$ cat src/qte_pkg.sv
// ----------------------------------------------------------------------------
// qte_pkg
// Shared constants, types and tables for quaternion to Euler conversion.
// ----------------------------------------------------------------------------
package qte_pkg;

    localparam int CORDIC_STEPS = 16;
    localparam int TABLE_LEN    = 24;
    localparam int NSTEPS       = (CORDIC_STEPS < TABLE_LEN) ? CORDIC_STEPS : TABLE_LEN;

    // vector datapath width: products up to 2^30, sums with growth
    localparam int VW = 36;
    // angle width, Q.24 radians plus margin
    localparam int AW = 28;
    // square root: 58-bit radicand, 29-bit root, one result bit per cell
    localparam int RADW  = 58;
    localparam int ROOTW = 29;

    localparam logic signed [AW-1:0] PI_Q24 = AW'(52707179);
    localparam logic signed [15:0]   PI_Q13 = 16'sd25736;
    localparam logic signed [15:0]   HALF_PI_Q13 = 16'sd12868;
    localparam logic signed [VW-1:0] ONE_Q28 = VW'(64'sd268435456);

    typedef struct packed {
        logic signed [VW-1:0] x;
        logic signed [VW-1:0] y;
        logic signed [AW-1:0] z;
        logic                 done;
    } vec_t;

    typedef struct packed {
        logic [RADW-1:0]  rem;
        logic [ROOTW-1:0] root;
    } sqrt_t;

    function automatic logic signed [AW-1:0] atan_tab(input logic [4:0] i);
        logic signed [AW-1:0] r;
        begin
            case (i)
                5'd0:  r = AW'(13176795);
                5'd1:  r = AW'(7778716);
                5'd2:  r = AW'(4110060);
                5'd3:  r = AW'(2086331);
                5'd4:  r = AW'(1047214);
                5'd5:  r = AW'(524117);
                5'd6:  r = AW'(262123);
                5'd7:  r = AW'(131069);
                5'd8:  r = AW'(65536);
                5'd9:  r = AW'(32768);
                5'd10: r = AW'(16384);
                5'd11: r = AW'(8192);
                5'd12: r = AW'(4096);
                5'd13: r = AW'(2048);
                5'd14: r = AW'(1024);
                5'd15: r = AW'(512);
                5'd16: r = AW'(256);
                5'd17: r = AW'(128);
                5'd18: r = AW'(64);
                5'd19: r = AW'(32);
                5'd20: r = AW'(16);
                5'd21: r = AW'(8);
                5'd22: r = AW'(4);
                5'd23: r = AW'(2);
                default: r = '0;
            endcase
            return r;
        end
    endfunction

    // Q.24 angle rounded half up to Q3.13, saturated to +-lim
    function automatic logic signed [15:0] to_q13(input logic signed [AW-1:0] a,
                                                  input logic signed [15:0] lim);
        logic signed [AW:0] s;
        logic signed [AW:0] r;
        begin
            s = {a[AW-1], a} + (AW+1)'(1024);
            r = s >>> 11;
            if (r > (AW+1)'(lim))
                r = (AW+1)'(lim);
            if (r < -(AW+1)'(lim))
                r = -(AW+1)'(lim);
            return r[15:0];
        end
    endfunction

endpackage

$ cat src/qte_sqrt_cell.sv
// ----------------------------------------------------------------------------
// qte_sqrt_cell
// One restoring square-root digit, registered, with a carried side word.
// ----------------------------------------------------------------------------
module qte_sqrt_cell (
    input  logic                      aclk,
    input  logic                      en,
    input  logic [4:0]                step,
    input  qte_pkg::sqrt_t            sin,
    input  logic signed [qte_pkg::VW-1:0] side_in,
    output qte_pkg::sqrt_t            sout,
    output logic signed [qte_pkg::VW-1:0] side_out
);

    qte_pkg::sqrt_t s_next;
    qte_pkg::sqrt_t s_reg;
    logic signed [qte_pkg::VW-1:0] side_reg;
    logic [qte_pkg::RADW+1:0] trial;
    logic [5:0] sh;

    assign sh = 6'(2 * (qte_pkg::ROOTW - 1)) - {step, 1'b0};

    always_comb begin
        s_next = sin;
        // trial = (4*root + 1) << sh, compared to remainder
        trial = (({2'b00, qte_pkg::RADW'(sin.root)} << 2) | (qte_pkg::RADW+2)'(1)) << sh;
        s_next.root = sin.root << 1;
        if ({2'b00, sin.rem} >= trial) begin
            s_next.rem  = sin.rem - trial[qte_pkg::RADW-1:0];
            s_next.root = (sin.root << 1) | qte_pkg::ROOTW'(1);
        end
    end

    always_ff @(posedge aclk) begin
        if (en) begin
            s_reg    <= s_next;
            side_reg <= side_in;
        end
    end

    assign sout     = s_reg;
    assign side_out = side_reg;

endmodule

$ cat config.mk
export PLATFORM = sky130hd
export DESIGN_NAME = qte_sqrt_cell
export DESIGN_NICKNAME = d
export VERILOG_FILES = /design/src/qte_pkg.sv /design/src/qte_sqrt_cell.sv
export SDC_FILE = /design/constraint.sdc
export NUM_CORES = 1
export LEC_CHECK = 0
export BUFFER_PORTS_ARGS = -buffer_cell sky130_fd_sc_hd__buf_2
export CAP_MARGIN = 5
export CORE_MARGIN = 2
export CORE_UTILIZATION = 38
export CTS_CLUSTER_DIAMETER = 60
export DETAILED_ROUTE_END_ITERATION = 6
export GPL_ROUTABILITY_DRIVEN = 0
export MAX_ROUTING_LAYER = met4
export PLACE_DENSITY = 0.59
export REMOVE_ABC_BUFFERS = 1
export SKIP_CTS_REPAIR_TIMING = 1
export SKIP_LAST_GASP = 1
export SLEW_MARGIN = 10
export SYNTH_ARGS = -nofsm -noshare
export SYNTH_HDL_FRONTEND = slang
export SYNTH_SLANG_ARGS = --single-unit
$ cat constraint.sdc
create_clock -name aclk -period 9.6 [get_ports aclk]
set_clock_uncertainty 0.1 [all_clocks]
set_input_delay 1.44 -clock aclk [delete_from_list [all_inputs] [get_ports aclk]]
set_output_delay 1.44 -clock aclk [all_outputs]
set_load 0.01 [all_outputs]
==> results by group, run 1 <==
Die
  – Initial Util: 38.3%
  – I/O pin total: 253
  – Core area: 25000 sq um
  – Std-Cell Rows: 58
  – Horiz. Die Dim: 163 microns
  – Die span in y: 163 microns
  – Area of the die: 26500 sq um

Timing
  – Final Hold Viols: 0
  – Slew margin rel.: 32.3%
  – Final WS setup: 2.43 ns
  – Final max-slew violation count: 0
  – Minimum clock period: 7.17 ns
  – Fmax: 0.139 GHz
  – Fin crit share: 74.7%
  – Total negative slack: 0 ns
  – Setup violators final: 0
  – Unrepaired setup endpoints after global routing: false
  – Tightest Pin Transition: 1.01 ns

Place
  – Post-DP HPWL: 23200 microns
  – PortBufs: 252
  – Post-place setup slack: 2.07 ns

Route
  – DRC viols: 0
  – Vias: 8689
  – DRT Pass-1 Iters: 5
  – Vias per cell: 5.60
  – WL final: 29500 microns
  – Routed WL per cell: 19.0 microns
  – Iteration-0 DRC Markers: 666
  – Antenna-violating nets left: 0

Min path
  – HP Class: in2reg

Synthesis
  – Top cell type's share of synthesized area: 38.6%
  – Yosys cell types: 64
  – Area leader, netlist: edfxtp_1
  – Synthesized flop and latch total: 123
  – Synth top area cells: edfxtp_1 (39%), ha_1 (8.1%), a21oi_1 (5.2%)
  – Sequential cell area fraction in the yosys report: 38.6%
  – Ys flop type: edfxtp_1
  – Fraction of registers with async set/reset: 0%
  – Number of synthesized flops with an enable pin: 123
  – Mean Syn Cell Area: 9.73 sq um
  – Synth Cell Area: 9560 sq um
  – Yosys warns: 0
  – Mapped Cells: 983

Setup path
  – Max FO, Critical Path: 50
  – Startpoint types: input pin
  – Crit path to: sout[33]
  – Crit path DAT: 7.25 ns
  – Kind of critical path: in2reg
  – Critical Path RT: 9.68 ns
  – CP Capture Type: flip-flop
  – CP startpoint: step[0]

GRT
  – Antenna violations before repair: 1
  – Remaining Overflow, GRT: 0
  – First-pass GRT wire length: 45500 microns
  – Largest net degree at the start of global routing: 69
  – Total track usage: 23.0%
  – Vias in the first global route: 8174

Pwr
  – Net Sw Frac: 36.8%
  – Reg power frac: 30.8%
  – Clock power share: 29.6%
  – Pwr dens: 193 nW/um^2
  – Internal power: 1.43 mW
  – Worst vdd ir: 0.114 mV
  – Psw: 0.834 mW
  – Comb pwr share: 39.6%
  – Lkg Pwr: 4.80 nW

Flow run
  – # Max-Cap Violations: 0

CTS
  – Register clock-pin slew on the reported worst setup and hold paths: 0.07 ns
  – Number of CTS-inserted buffers: 17
  – CTS sink count: 123
  – Root buffer cell: clkbuf_16
  – H-Tree Level Count: 4
  – Clock buffer depth: 2
  – CTS tree: done

Cells and area
  – Nets: 1400
  – Layout cell share with drive strength beyond 1: 27.7%
  – Core Util, Final: 47.0%
  – Area Growth Syn to Fin: 22.8%

Outcome
  – Status: finished clean
==> cells by family after synthesis <==
logic type	Yosys count	synth area share (%)
and+or+nand+nor	277	13.3
adders and majority gates	62	8.11
muxes	90	11.5
DFF	123	38.6
buffers and inverters	76	3.11
xor gates and xnor gates	61	5.59
AOI/OAI and AO/OA	294	19.8
==> power groups by stage <==
stage | registers (mW) | clock network [mW] | logic [mW]
detailed placement | 0.709 | 0 | 0.886
finish | 0.698 | 0.672 | 0.898
global placement | 0.709 | 0 | 0.885
floorplan | 0.750 | 0 | 0.555
CTS | 0.699 | 0.686 | 0.892
global route | 0.705 | 0.707 | 0.983
==> how the worst min path moves through the flow <==
stage	start	to	slack [ns]	cells after the start
after detailed placement	side_in[24]	side_out[24]	1.52	1
after global placement	side_in[11]	side_out[11]	1.52	1
after global routing	side_in[9]	side_out[9]	1.06	1
after CTS	side_in[30]	side_out[30]	1.06	1
after floorplan	side_in[0]	side_out[0]	1.44	0
final	side_in[9]	side_out[9]	1.08	1
==> cell type report <==
cell class / instances / area, sq um
clock buffer: 17 / 425
sequential: 123 / 3690
antenna: 1 / 2.50
inverter: 19 / 71.3
multi-input combinational: 784 / 5600
fill: 2455 / 13200
tap: 330 / 413
clock inverter: 15 / 176
timing repair buffer: 263 / 1360
==> worst max-delay path: stages <==
cell and delay, ns:
buf_2 0.09, inv_1 0.17, ha_1 0.79, buf_4 0.42, mux2i_1 0.14, a21oi_1 0.31
nand2_1 0.08, o21ai_0 0.15, nor2_1 0.07, a311o_1 0.37, ha_1 0.44, nand4_1 0.19
nor4_1 0.41, nand4_1 0.29, nor3_1 0.21, a32oi_1 0.07, o31a_1 0.15, a21oi_1 0.24
o21ba_2 0.46, buf_12 0.29, mux2_2 0.38
==> cells in the mapped netlist, drive strengths merged, types with 12 or more instances <==
cell / number
nand4: 20
nand2: 106
o21ai: 57
inv: 19
xor2: 21
a22oi: 12
buf: 16
a211oi: 12
edfxtp: 123
xnor2: 40
ha: 62
clkbuf: 41
nand3: 18
nor2: 67
mux2: 59
o21a: 12
a21o: 27
a21oi: 101
mux2i: 21
nor3: 19
o21bai: 15
==> per-stage QoR <==
| stage | area, sq um | hold slack (ns) | std cells | total power, mW |
|---|---|---|---|---|
| floorplan | 9340 | 1.44 | 926 | 1.31 |
| global placement | 11100 | 1.52 | 1519 | 1.59 |
| detailed placement | 11100 | 1.52 | 1519 | 1.60 |
| CTS | 11700 | 1.06 | 1551 | 2.28 |
| global route | 11700 | 1.06 | 1552 | 2.40 |
| finish | 11700 | 1.08 | 1552 | 2.27 |
==> layout by cell type, fill, tap and decap left out, drive strengths merged, types with 8 or more instances in the layout <==
master and count:
edfxtp 123, nor3 19, xor2 21, nand4 20, buf 263, mux4 10, nor2b 9, a31oi 8
nand2 106, nand3 18, a22oi 12, a21oi 101, mux2i 21, and3 10, ha 62, o21bai 15
clkbuf 17, nor2 67, mux2 59, a21o 27, inv 27, o21ai 57, a211oi 12, o21a 12
xnor2 40
==> state kept, by name, indices dropped and copies added (netlist names) <==
signal,cells
sout,87
side_out,36
==> metal layers <==
| metal | track usage [%] | share of wire, % | up-vias |
|---|---|---|---|
| li1 | - | - | 4185 |
| met1 | 29.9 | 43 | 4097 |
| met2 | 36.8 | 47 | 366 |
| met3 | 3.82 | 7.6 | 41 |
| met4 | 6.92 | 2.2 | 0 |
| met5 | - | 0 | - |
Power figures use the tool's default switching activity.
==> run 2, diff against run 1 <==
--- a/config.mk
+++ b/config.mk
@@ -13,7 +13,7 @@
 export DETAILED_ROUTE_END_ITERATION = 6
 export GPL_ROUTABILITY_DRIVEN = 0
 export MAX_ROUTING_LAYER = met4
-export PLACE_DENSITY = 0.59
+export PLACE_DENSITY = 0.61
 export REMOVE_ABC_BUFFERS = 1
 export SKIP_CTS_REPAIR_TIMING = 1
 export SKIP_LAST_GASP = 1
==> constraint.sdc (replaced) <==
create_clock -name aclk -period 5.8 [get_ports aclk]
set_clock_uncertainty 0.1 [all_clocks]
set_input_delay 0.87 -clock aclk [delete_from_list [all_inputs] [get_ports aclk]]
set_output_delay 0.87 -clock aclk [all_outputs]
set_load 0.01 [all_outputs]
==> results by group, run 2 (synthesis results as in run 1) <==
Outcome
  – Status: finished clean

Pwr
  – Pwr dens: 313 nW/um^2 (+62%)
  – Psw: 1.46 mW (+75%)
  – Net Sw Frac: 36.9% (+0.12 points)
  – Worst vdd ir: 0.164 mV (+44%)
  – Comb pwr share: 42.8% (+3.2 points)
  – Reg power frac: 29.3% (-1.5 points)
  – Power, Total: 3.95 mW (+74%)
  – Clock power share: 28.0% (-1.6 points)
  – Lkg Pwr: 5.32 nW (+11%)
  – Internal power: 2.49 mW (+74%)

Timing
  – Final max-slew violation count: 0 (unchanged)
  – Final Hold Viols: 0 (unchanged)
  – Fin crit share: 92.6%
  – Unrepaired setup endpoints after global routing: false
  – Minimum clock period: 5.37 ns
  – Hold WS: 0.512 ns (-0.565 ns)
  – Setup violators final: 0 (unchanged)
  – Final WS setup: 0.428 ns (-2.00 ns)
  – Slew margin rel.: 54.0% (+22 points)
  – Fmax: 0.186 GHz
  – Tightest Pin Transition: 0.687 ns (-0.325 ns)

Cells and area
  – Post-route cell area: 12600 sq um (+7.2%)
  – Non-filler cells, final: 1653 (+6.5%)
  – Nets: 1502 (+7.3%)
  – Antenna cells: 0 (-1)
  – Most frequent cells in the layout: buf_2 (251), edfxtp_1 (123), nand2_1 (106), buf_4 (106), a21oi_1 (100)
  – FILL cells: 2442 (-0.53%)
  – Layout cell share with drive strength beyond 1: 33.3% (+5.7 points)
  – Max FFs per register: 87 (unchanged)
  – Register Area: 3690 sq um (unchanged)
  – Commonest non-fill, non-tap cell in the layout: buf_2
  – Area Growth Syn to Fin: 31.6%
  – Area of the multi-input gates: 5600 sq um (unchanged)

CTS
  – H-Tree Level Count: 4 (unchanged)
  – CTS sink count: 123 (unchanged)
  – Register clock-pin slew on the reported worst setup and hold paths: 0.07 ns (about the same)
  – Number of CTS-inserted buffers: 17 (unchanged)
  – Clock buffer depth: 2 (unchanged)
  – Root buffer cell: clkbuf_16
  – CTS tree: done

Min path
  – Hold path cells: 1 (unchanged)
  – HP Class: in2reg

Die
  – I/O pin total: 253 (unchanged)
  – Initial Util: 38.3% (unchanged)
  – Area of the die: 26500 sq um (unchanged)
  – Horiz. Die Dim: 163 microns (unchanged)
  – Die span in y: 163 microns (unchanged)
  – Core area: 25000 sq um (unchanged)
  – Std-Cell Rows: 58 (unchanged)

GRT
  – Remaining Overflow, GRT: 0 (unchanged)
  – Total track usage: 24.0% (+1.1 points)
  – First-pass GRT wire length: 47700 microns (+4.8%)
  – Largest net degree at the start of global routing: 44 (-36%)
  – Antenna violations before repair: 0 (-1)
  – Vias in the first global route: 8768 (+7.3%)

Flow run
  – # Max-Cap Violations: 0 (unchanged)

Setup path
  – Worst path most repeated cell: a21oi_1
  – Startpoint types: input pin
  – Crit path cell chain: buf_2, inv_1, ha_1, buf_12, buf_4, mux2i_1, a21oi_1, mux2i_1, a21oi_1, nand2_1, ha_1, nand4_1, nor4_1, nand4_1, nor3_1, a32oi_1, o31a_1, a21oi_1, o21ba_2, buf_12, mux2_1
  – Max incr delay on CP: 0.43 ns (-0.36 ns)
  – Crit path DAT: 5.44 ns (-1.81 ns)
  – CP Capture Type: flip-flop
  – Critical Path RT: 5.87 ns (-3.81 ns)
  – Kind of critical path: in2reg
  – Slowest CP cell: ha_1
  – Max FO, Critical Path: 25 (-50%)

Place
  – Inst Count DP: 1621 (+6.7%)
  – PortBufs: 252 (unchanged)
  – Post-DP HPWL: 24500 microns (+5.7%)
  – DP Area: 12000 sq um (+7.7%)
  – Post-place setup slack: 0.0148 ns (-2.05 ns)

Route
  – Iteration-0 DRC Markers: 904 (+36%)
  – Antenna-violating nets left: 0 (unchanged)
  – DRT Pass-1 Iters: 5 (unchanged)
  – WL final: 30800 microns (+4.4%)
  – DRC viols: 0 (unchanged)
  – Vias per cell: 5.50 (-1.8%)
  – Routed WL per cell: 18.6 microns (-2.0%)
  – Vias: 9092 (+4.6%)
[run 2: cell count changes in the layout (fill, tap and decap cells not counted)]
| cell | delta |
|---|---|
| diode_2 | -1 |
| buf_12 | +7 |
| clkinv_1 | -1 |
| clkinv_4 | -3 |
| inv_8 | +2 |
| bufinv_16 | -1 |
| buf_4 | +95 |
| clkinvlp_4 | +2 |
| clkinv_8 | +1 |
[run 2: routing by layer]
metal  up-vias  GRT usage, %  share of wire, %
met4         0          7.32               2.2
met3        44          4.41               7.6
met1      4253          30.8                43
li1       4389             -                 -
met5         -             -                 0
met2       406          38.8                47
[run 2: per-stage QoR]
step	TNS, ns	utilization (%)
CTS	0	50.4
floorplan	-60.49	-
detailed placement	0	48.0
global route	0	50.4
finish	0	50.4
global placement	0	48.0
[run 2: final cells by class]
class                   count  area share [%]
flip-flops and latches    123            29.3
well taps                 330            3.28
repair buffers            365            17.6
multi-input cells         784            44.5
inverters                  19           0.567
clock inverters            15            1.35
clock buffers              17            3.38
[run 2: worst paths after layout]
check,startpoint,to,slack (ns)
worst max-delay path,step[0],sout[60],0.43
worst min-delay path,side_in[3],side_out[3],0.51
[run 2: critical path: cells and delay by family]
| kind | cells | cell delay [ns] |
|---|---|---|
| adder cells (fa/ha/maj) | 2 | 0.77 |
| multiplexers | 3 | 0.65 |
| AND/OR/NAND/NOR | 5 | 1.17 |
| buffers and inverters | 5 | 0.72 |
| AO/OA/AOI/OAI | 6 | 1.24 |
[run 2: power by group through the flow]
stage / Combinational (mW) / Clock (mW) / Sequential, mW
4_1_cts: 1.67 / 1.13 / 1.16
5_1_grt: 1.84 / 1.17 / 1.17
3_3_place_gp: 1.65 / 0 / 1.18
6_report: 1.69 / 1.10 / 1.16
2_1_floorplan: 0.919 / 0 / 1.24
3_5_place_dp: 1.66 / 0 / 1.17
